==> config.mk <==
export PLATFORM = sky130hd
export DESIGN_NAME = bounded_list_deque_engine_unit
export DESIGN_NICKNAME = d
export VERILOG_FILES = /design/src/hw/rtl/bldq_pkg.sv /design/src/hw/rtl/bldq_ctrl.sv /design/src/hw/rtl/bldq_dp.sv /design/src/hw/rtl/bounded_list_deque_engine_unit.sv
export VERILOG_INCLUDE_DIRS = /design/src /design/src/hw/rtl
export SDC_FILE = /design/constraint.sdc
export NUM_CORES = 1
export LEC_CHECK = 0
export ABC_CLOCK_PERIOD_IN_PS = 7300
export BUFFER_PORTS_ARGS = -buffer_cell sky130_fd_sc_hd__buf_2
export CORE_MARGIN = 2
export CORE_UTILIZATION = 37
export DETAILED_ROUTE_END_ITERATION = 8
export GPL_TIMING_DRIVEN = 0
export PLACE_DENSITY = 0.64
export SYNTH_ARGS = -nofsm -noshare
export SYNTH_HDL_FRONTEND = slang
export SYNTH_SLANG_ARGS = --single-unit
==> constraint.sdc <==
create_clock -name clk -period 7.3 [get_ports clk]
set_input_delay 1.095 -clock clk [delete_from_list [all_inputs] [get_ports clk]]
set_output_delay 1.095 -clock clk [all_outputs]
set_load 0.02 [all_outputs]
==> src/hw/rtl/assert_macros.svh <==
// Assertion helpers shared by the RTL.
`ifndef ASSERT_MACROS_SVH
`define ASSERT_MACROS_SVH

// Check a property on every clock edge outside reset.
`define BLDQ_ASSERT(lbl, clk_s, rst_s, prop, msg) \
  lbl: assert property (@(posedge clk_s) disable iff (!rst_s) (prop)) else $error(msg);

// Check that a condition on one edge implies another on the next edge.
`define BLDQ_ASSERT_NEXT(lbl, clk_s, rst_s, ante, cons, msg) \
  lbl: assert property (@(posedge clk_s) disable iff (!rst_s) (ante) |=> (cons)) \
    else $error(msg);

`endif

==> src/hw/rtl/bldq_pkg.sv <==
`timescale 1ns / 1ps
`default_nettype none

package bldq_pkg;

  localparam int DEPTH_DEF       = 16;
  localparam int VALUE_WIDTH_DEF = 32;

  localparam int FUNC_W      = 3;
  localparam int VALUE_IN_W  = 32;
  localparam int POS_W       = 5;
  localparam int STATUS_W    = 2;
  localparam int COUNT_W     = 5;
  localparam int IN_TDATA_W  = 40;
  localparam int OUT_TDATA_W = 8;

  typedef enum logic [FUNC_W-1:0] {
    FN_PUSH_FRONT = 3'd0,
    FN_PUSH_BACK  = 3'd1,
    FN_POP_FRONT  = 3'd2,
    FN_POP_BACK   = 3'd3,
    FN_REPLACE    = 3'd4,
    FN_COUNT      = 3'd5,
    FN_SEARCH     = 3'd6
  } bldq_func_t;

  localparam logic [STATUS_W-1:0] ST_OK     = 2'd0;
  localparam logic [STATUS_W-1:0] ST_EMPTY  = 2'd1;
  localparam logic [STATUS_W-1:0] ST_FULL   = 2'd2;
  localparam logic [STATUS_W-1:0] ST_BADPOS = 2'd3;

  typedef struct packed {
    logic load;
    logic exec;
    logic step;
    logic out_load;
  } bldq_cmd_t;

  typedef struct packed {
    logic is_search;
    logic empty;
    logic hit;
    logic last;
  } bldq_stat_t;

endpackage

`default_nettype wire

==> src/hw/rtl/bldq_ctrl.sv <==
`timescale 1ns / 1ps
`default_nettype none
`include "assert_macros.svh"

module bldq_ctrl
  import bldq_pkg::*;
(
  input  wire logic       clk,
  input  wire logic       rst_n,
  input  wire logic       in_tvalid,
  output logic            in_tready,
  output logic            out_tvalid,
  input  wire logic       out_tready,
  output bldq_cmd_t       cmd,
  input  wire bldq_stat_t st
);

  typedef enum logic [1:0] {
    S_IDLE,
    S_EXEC,
    S_SRCH,
    S_DONE
  } state_t;

  state_t state_r, state_nxt;
  logic   out_valid_r, out_valid_nxt;

  always_comb begin
    cmd           = '0;
    state_nxt     = state_r;
    out_valid_nxt = out_valid_r && !out_tready;
    case (state_r)
      S_IDLE: begin
        if (in_tvalid) begin
          cmd.load  = 1'b1;
          state_nxt = S_EXEC;
        end
      end
      S_EXEC: begin
        cmd.exec  = 1'b1;
        state_nxt = (st.is_search && !st.empty) ? S_SRCH : S_DONE;
      end
      S_SRCH: begin
        cmd.step = 1'b1;
        if (st.hit || st.last) begin
          state_nxt = S_DONE;
        end
      end
      S_DONE: begin
        if (!out_valid_r || out_tready) begin
          cmd.out_load  = 1'b1;
          out_valid_nxt = 1'b1;
          state_nxt     = S_IDLE;
        end
      end
      default: begin
        state_nxt = S_IDLE;
      end
    endcase
  end

  always_ff @(posedge clk) begin
    if (!rst_n) begin
      state_r     <= S_IDLE;
      out_valid_r <= 1'b0;
    end else begin
      state_r     <= state_nxt;
      out_valid_r <= out_valid_nxt;
    end
  end

  assign in_tready  = (state_r == S_IDLE);
  assign out_tvalid = out_valid_r;

  `BLDQ_ASSERT_NEXT(a_done_waits, clk, rst_n, state_r == S_DONE && out_valid_r && !out_tready, state_r == S_DONE && out_valid_r, "finished request left while output slot busy")

endmodule

`default_nettype wire

==> src/hw/rtl/bldq_dp.sv <==
`timescale 1ns / 1ps
`default_nettype none
`include "assert_macros.svh"

module bldq_dp
  import bldq_pkg::*;
#(
  parameter int DEPTH       = DEPTH_DEF,
  parameter int VALUE_WIDTH = VALUE_WIDTH_DEF
) (
  input  wire logic                         clk,
  input  wire logic                         rst_n,
  input  wire logic        [FUNC_W-1:0]     in_func,
  input  wire logic signed [VALUE_IN_W-1:0] in_value,
  input  wire logic        [POS_W-1:0]      in_position,
  input  wire bldq_cmd_t                    cmd,
  output bldq_stat_t                        st,
  output logic             [STATUS_W-1:0]   out_status,
  output logic                              out_found,
  output logic             [COUNT_W-1:0]    out_count
);

  localparam int AW = $clog2(DEPTH);
  localparam int CW = $clog2(DEPTH + 1);
  localparam int MW = (CW > POS_W) ? CW : POS_W;
  localparam logic [AW-1:0] LAST_SLOT = AW'(DEPTH - 1);
  localparam logic [CW-1:0] FULL_CNT  = CW'(DEPTH);
  localparam logic [AW:0]   DEPTH_X   = (AW + 1)'(DEPTH);

  logic [VALUE_WIDTH-1:0] mem [DEPTH];
  logic [VALUE_WIDTH-1:0] rdata_r;

  logic [FUNC_W-1:0]      func_r;
  logic [VALUE_WIDTH-1:0] key_r;
  logic [POS_W-1:0]       pos_r;

  logic [AW-1:0]       head_r, head_nxt;
  logic [CW-1:0]       cnt_r, cnt_nxt;
  logic [CW-1:0]       idx_r, idx_nxt;
  logic [STATUS_W-1:0] status_r, status_nxt;
  logic                found_r, found_nxt;

  logic [STATUS_W-1:0] out_status_r;
  logic                out_found_r;
  logic [COUNT_W-1:0]  out_count_r;

  logic                   full, empty, pos_ok;
  logic [AW-1:0]          head_inc, head_dec, pos_m1, slot_off, slot;
  logic [AW:0]            slot_sum;
  logic                   we;
  logic [AW-1:0]          waddr;

  assign full     = (cnt_r == FULL_CNT);
  assign empty    = (cnt_r == '0);
  assign pos_ok   = (pos_r != '0) && (MW'(pos_r) <= MW'(cnt_r));
  assign pos_m1   = AW'(pos_r - POS_W'(1));
  assign head_inc = (head_r == LAST_SLOT) ? '0 : head_r + AW'(1);
  assign head_dec = (head_r == '0) ? LAST_SLOT : head_r - AW'(1);

  always_comb begin
    if (cmd.step) begin
      slot_off = idx_r[AW-1:0];
    end else begin
      case (func_r)
        FN_PUSH_BACK: slot_off = cnt_r[AW-1:0];
        FN_REPLACE:   slot_off = pos_m1;
        default:      slot_off = '0;
      endcase
    end
  end

  assign slot_sum = {1'b0, head_r} + {1'b0, slot_off};
  assign slot     = (slot_sum >= DEPTH_X) ? AW'(slot_sum - DEPTH_X) : slot_sum[AW-1:0];

  always_comb begin
    head_nxt   = head_r;
    cnt_nxt    = cnt_r;
    idx_nxt    = idx_r;
    status_nxt = status_r;
    found_nxt  = found_r;
    we         = 1'b0;
    waddr      = slot;
    if (cmd.exec) begin
      status_nxt = ST_OK;
      found_nxt  = 1'b0;
      case (func_r)
        FN_PUSH_FRONT: begin
          if (full) begin
            status_nxt = ST_FULL;
          end else begin
            head_nxt = head_dec;
            waddr    = head_dec;
            we       = 1'b1;
            cnt_nxt  = cnt_r + CW'(1);
          end
        end
        FN_PUSH_BACK: begin
          if (full) begin
            status_nxt = ST_FULL;
          end else begin
            we      = 1'b1;
            cnt_nxt = cnt_r + CW'(1);
          end
        end
        FN_POP_FRONT: begin
          if (empty) begin
            status_nxt = ST_EMPTY;
          end else begin
            head_nxt = head_inc;
            cnt_nxt  = cnt_r - CW'(1);
          end
        end
        FN_POP_BACK: begin
          if (empty) begin
            status_nxt = ST_EMPTY;
          end else begin
            cnt_nxt = cnt_r - CW'(1);
          end
        end
        FN_REPLACE: begin
          if (pos_ok) begin
            we = 1'b1;
          end else begin
            status_nxt = ST_BADPOS;
          end
        end
        FN_SEARCH: begin
          idx_nxt = CW'(1);
        end
        default: begin
        end
      endcase
    end
    if (cmd.step) begin
      idx_nxt = idx_r + CW'(1);
      if (st.hit) begin
        found_nxt = 1'b1;
      end
    end
  end

  always_ff @(posedge clk) begin
    if (we) begin
      mem[waddr] <= key_r;
    end
    rdata_r <= mem[slot];
  end

  always_ff @(posedge clk) begin
    if (!rst_n) begin
      head_r <= '0;
      cnt_r  <= '0;
    end else begin
      head_r <= head_nxt;
      cnt_r  <= cnt_nxt;
    end
  end

  always_ff @(posedge clk) begin
    if (cmd.load) begin
      func_r <= in_func;
      key_r  <= VALUE_WIDTH'(in_value);
      pos_r  <= in_position;
    end
    idx_r    <= idx_nxt;
    status_r <= status_nxt;
    found_r  <= found_nxt;
    if (cmd.out_load) begin
      out_status_r <= status_r;
      out_found_r  <= found_r;
      out_count_r  <= COUNT_W'(cnt_r);
    end
  end

  assign st.is_search = (func_r == FN_SEARCH);
  assign st.empty     = empty;
  assign st.hit       = (rdata_r == key_r);
  assign st.last      = (idx_r == cnt_r);

  assign out_status = out_status_r;
  assign out_found  = out_found_r;
  assign out_count  = out_count_r;

  `BLDQ_ASSERT(a_cnt_bound, clk, rst_n, cnt_r <= FULL_CNT, "entry count above depth")
  `BLDQ_ASSERT(a_head_bound, clk, rst_n, head_r <= LAST_SLOT, "head index outside ring")
  `BLDQ_ASSERT_NEXT(a_full_hold, clk, rst_n, cmd.exec && full && (func_r == FN_PUSH_FRONT || func_r == FN_PUSH_BACK), $stable(cnt_r) && $stable(head_r) && status_r == ST_FULL, "push on full ring changed state")

endmodule

`default_nettype wire

==> src/hw/rtl/bounded_list_deque_engine_unit.sv <==
// Bounded double-ended queue with search, DEPTH entries of VALUE_WIDTH bits in a ring.
// Input channel in_*: one request per accepted beat; in_tdata carries func, value
// and position. Output channel out_*: one result per request with status, found
// flag and the entry count after the request, in request order.
// Push, pop, replace and count pass from acceptance through the execute and done
// states to out_tvalid, and the next request is taken back in the idle state. Search
// adds a search state, skipped for an empty ring, that reads the stored entries one
// per cycle through the entry memory's single read port and stops at the first match.
// One request is worked at a time; a new request is taken while the previous
// result still waits in the output register.
// Reset empties the ring (count and head cleared); entry contents are not cleared,
// and no unwritten entry reaches a result. When the receiver stalls, the result holds
// on out_tdata, the next request completes internally and then waits, and
// in_tready stays low until the output register frees.
`timescale 1ns / 1ps
`default_nettype none

module bounded_list_deque_engine_unit
  import bldq_pkg::*;
#(
  parameter int DEPTH       = DEPTH_DEF,
  parameter int VALUE_WIDTH = VALUE_WIDTH_DEF
) (
  input  wire logic                   clk,
  input  wire logic                   rst_n,
  input  wire logic                   in_tvalid,
  output logic                        in_tready,
  input  wire logic [IN_TDATA_W-1:0]  in_tdata,   // func[2:0], value[34:3], position[39:35]
  output logic                        out_tvalid,
  input  wire logic                   out_tready,
  output logic      [OUT_TDATA_W-1:0] out_tdata   // status[1:0], found[2], count[7:3]
);

  bldq_cmd_t           cmd;
  bldq_stat_t          st;
  logic [STATUS_W-1:0] out_status;
  logic                out_found;
  logic [COUNT_W-1:0]  out_count;

  bldq_ctrl u_ctrl (
    .clk        (clk),
    .rst_n      (rst_n),
    .in_tvalid  (in_tvalid),
    .in_tready  (in_tready),
    .out_tvalid (out_tvalid),
    .out_tready (out_tready),
    .cmd        (cmd),
    .st         (st)
  );

  bldq_dp #(
    .DEPTH       (DEPTH),
    .VALUE_WIDTH (VALUE_WIDTH)
  ) u_dp (
    .clk         (clk),
    .rst_n       (rst_n),
    .in_func     (in_tdata[2:0]),
    .in_value    (in_tdata[34:3]),
    .in_position (in_tdata[39:35]),
    .cmd         (cmd),
    .st          (st),
    .out_status  (out_status),
    .out_found   (out_found),
    .out_count   (out_count)
  );

  assign out_tdata = {out_count, out_found, out_status};

endmodule

`default_nettype wire

==> impl_metrics.tcl <==
set metrics [dict create \
    synthMuxAreaShare 0.123 \
    core_area_um2 63300 \
    synth_enable_flop_cells 567 \
    cts-root-buf "clkbuf_16" \
    finalPower_uw 10300 \
    dieHeight_um 258 \
    ys.flop_type "edfxtp_1" \
    htree_levels 2 \
    pre_cts_ws_ns 1.53 \
    switching_share 0.306 \
    fin_ws_ns 1.51 \
    fin_crit_ns 5.79 \
    mostFrequentLayoutCells "edfxtp_1 (567), mux4_2 (129), nand2_1 (81), buf_2 (67), clkbuf_16 (60)" \
    synthXorXnorAreaFrac 0.0206 \
    crit_type "register to register" \
    final_cells 2239 \
    finalClockSkew_ns 0.0168 \
    synth-simple-area-share 0.0405 \
    synth-seq-cells 612 \
    cp_cell_sequence "buf_2 -> nor3b_1 -> a22oi_1 -> o21ai_0 -> ha_1 -> inv_1 -> fa_1 -> clkbuf_1 -> clkbuf_1 -> mux2i_1 -> or3_1 -> nor2_4 -> buf_16" \
    slowest_stage "clkbuf_1" \
    postRouteWirelength_um 51900 \
    leakage_uw 0.00892 \
    cp-end-kind "register" \
    p_sw_uw 3140 \
    yosys.area_share.adder 0.0127 \
    clk_path_buf_depth 3 \
    synth_top_family_by_area "multiplexers" \
    firstDrtPassIters 5 \
    ys_types 50 \
    cts_hold_buf 0 \
    clk_pin_slew_ns 0.06 \
    yosysSeqAreaShare 0.754 \
    hp-class "register to register" \
    yosysWarnings 0 \
    pin_count 54 \
    ir_drop_mv 0.207 \
    dieWidth_um 258 \
    grt_usage 0.159 \
    cts_tree "done" \
    synth_compound_area_frac 0.0354 \
    rows 92 \
    drv_cap 0 \
    p_clk_frac 0.286 \
    grt_max_degree 26 \
    areaGrowthSynthToFinish_pct 15.6 \
    drive_gt1_frac 0.233 \
    max_clock_freq_mhz 173 \
    grt-ovfl-total 0 \
    nNetsFinal 1409 \
    insertion_delay_ns 0.62 \
    cpMostUsedCell "clkbuf_1" \
    relSlewSlack 0.194 \
    cp_data_required_time_ns 7.61 \
    p_int_uw 7120 \
    worst_pin_slew_ns 1.21 \
    dr_total_vias 11907 \
    critPathArrivalTime_ns 6.10 \
    syn_inst 1211 \
    async_flop_share 0 \
    rsz0062_at_grt "false" \
    placed_cell_area_um2 25600 \
    sequentialPowerShare 0.441 \
    power_density_nw_per_um2 373 \
    routedWlPerCell_um 23.2 \
    first_iter_violations 1019 \
    drc_errors 0 \
    port_buffers 53 \
    ctsResizeCount 0 \
    start_util 0.376 \
    final_area_um2 27500 \
    layout_commonest_cell "edfxtp_1" \
    hold_viol_final 0 \
    slowest_delay_ns 0.86 \
    place_inst 2127 \
    grt_pass1_vias 12389 \
    ant_nets 0 \
    numCtsBuffers 59 \
    antenna_cells 0 \
    gp_congestion 0.750 \
    synth_area_per_cell_um2 19.6 \
    antenna_found_initial 0 \
    status "completed" \
    slew_violations 0 \
    path_max_fanout 17 \
    vias_per_cell 5.32 \
    dieArea_um2 66300 \
    final_core_util 0.434 \
    syn_area_um2 23800 \
    start_kind "register" \
    clkSinkCount 612 \
    grt_pass1_wl_um 78600 \
    synth_fp_nets 1278 \
    hpwl_um 33700 \
    combPwrFrac 0.273 \
    setup_viol 0 \
    fin_crit_sh 0.793 \
    post_cts_buffers 0 \
]
[sequential cells by signal, summed over array words and instances, names as in the netlist, 2 cells and up]
| name | cells |
|---|---|
| u_dp.head_r | 4 |
| u_ctrl.state_r | 2 |
| u_dp.rdata_r | 32 |
| u_dp.key_r | 32 |
| u_dp.func_r | 3 |
| u_dp.pos_r | 5 |
| u_dp.idx_r | 5 |
| u_dp.mem | 512 |
| u_dp.cnt_r | 5 |
| u_dp.out_count | 5 |
| u_dp.out_status | 2 |
| u_dp.status_r | 2 |
[metal layers]
layer / vias to the layer above / global-route usage / share of wire
met2: 398 / 0.259 / 0.48
met5: - / 0 / 0
li1: 5176 / - / -
met1: 6242 / 0.219 / 0.43
met3: 91 / 0.0293 / 0.063
met4: 0 / 0.0451 / 0.025
[layout make-up]
cell class                      count  area, um^2
Buffer                             57         262
Clock buffer                       83        1630
Clock inverter                     29         229
Fill cell                        5509       35800
Inverter                           17        63.8
Multi-Input combinational cell    525        5650
Sequential cell                   612       17900
Tap cell                          846        1060
Timing Repair Buffer               70         681
[synth_stat cells (2+ instances only)]
library cell  count  area [um^2]
a21o_1            4         30.0
a21oi_1          49          245
a22oi_1           6         45.0
a311o_1          31          310
a31oi_1           3         18.8
and2_1            6         37.5
and3_1           33          206
buf_2            14         70.1
buf_4             2         15.0
buf_6             3         33.8
clkbuf_1         38          143
dfxtp_1          45          901
edfxtp_1        567        17000
fa_1              2         40.0
ha_1             21          263
inv_1            16         60.1
mux2i_1           2         20.0
mux4_2          129         2910
nand2_1          81          304
nand2b_1          4         25.0
nand3_1           7         35.0
nand4_1           2         12.5
nor2_1           32          120
nor2b_1           8         50.1
nor3_1            4         20.0
nor3b_1           2         15.0
nor4_1            9         56.3
o211ai_1          3         22.5
o21ai_0          11         55.1
o31a_1            2         17.5
o31ai_1           3         22.5
or3_1             2         12.5
xnor2_1          13          114
xor2_1           41          359
[power groups by stage]
stage	logic, uW	clock network (uW)	registers [uW]
2_1_floorplan	1910	0	4510
3_3_place_gp	2730	0	4590
6_report	2800	2930	4530
4_1_cts	2850	3000	4530
3_5_place_dp	2830	0	4600
5_1_grt	3020	3140	4570
[worst max-delay path, delay by kind of cell (launching register included)]
kind            cells  cell delay [ns]
flops               1             0.37
fa+ha+maj           2             0.85
buf+inv             5             1.88
simple gates        3             1.69
mux                 1             0.28
compound gates      2             0.37
[per-stage QoR]
step	setup TNS, ns	hold slack (ns)
2_1_floorplan	0	0.400
4_1_cts	0	0.424
3_5_place_dp	0	0.409
5_1_grt	0	0.438
6_report	0	0.423
3_3_place_gp	-71.51	0.406
[final timing paths]
kind	startpoint	to	slack [ns]	cells after the start
setup / recovery	u_dp.func_r[1]	u_dp.mem[4][6]	1.51	13
hold / removal	u_dp.status_r[1]	u_dp.out_status[1]	0.42	0
setup reg to reg	u_dp.func_r[1]	u_dp.mem[4][6]	1.51	13
hold reg to reg	u_dp.status_r[1]	u_dp.out_status[1]	0.42	0
[logic make-up after synthesis]
kind of cell	Yosys count
adders and majority gates	23
DFF	612
and+or+nand+nor	196
xor gates and xnor gates	55
muxes	132
AOI/OAI and AO/OA	119
buffers and inverters	74
Power figures use the tool's default switching activity.
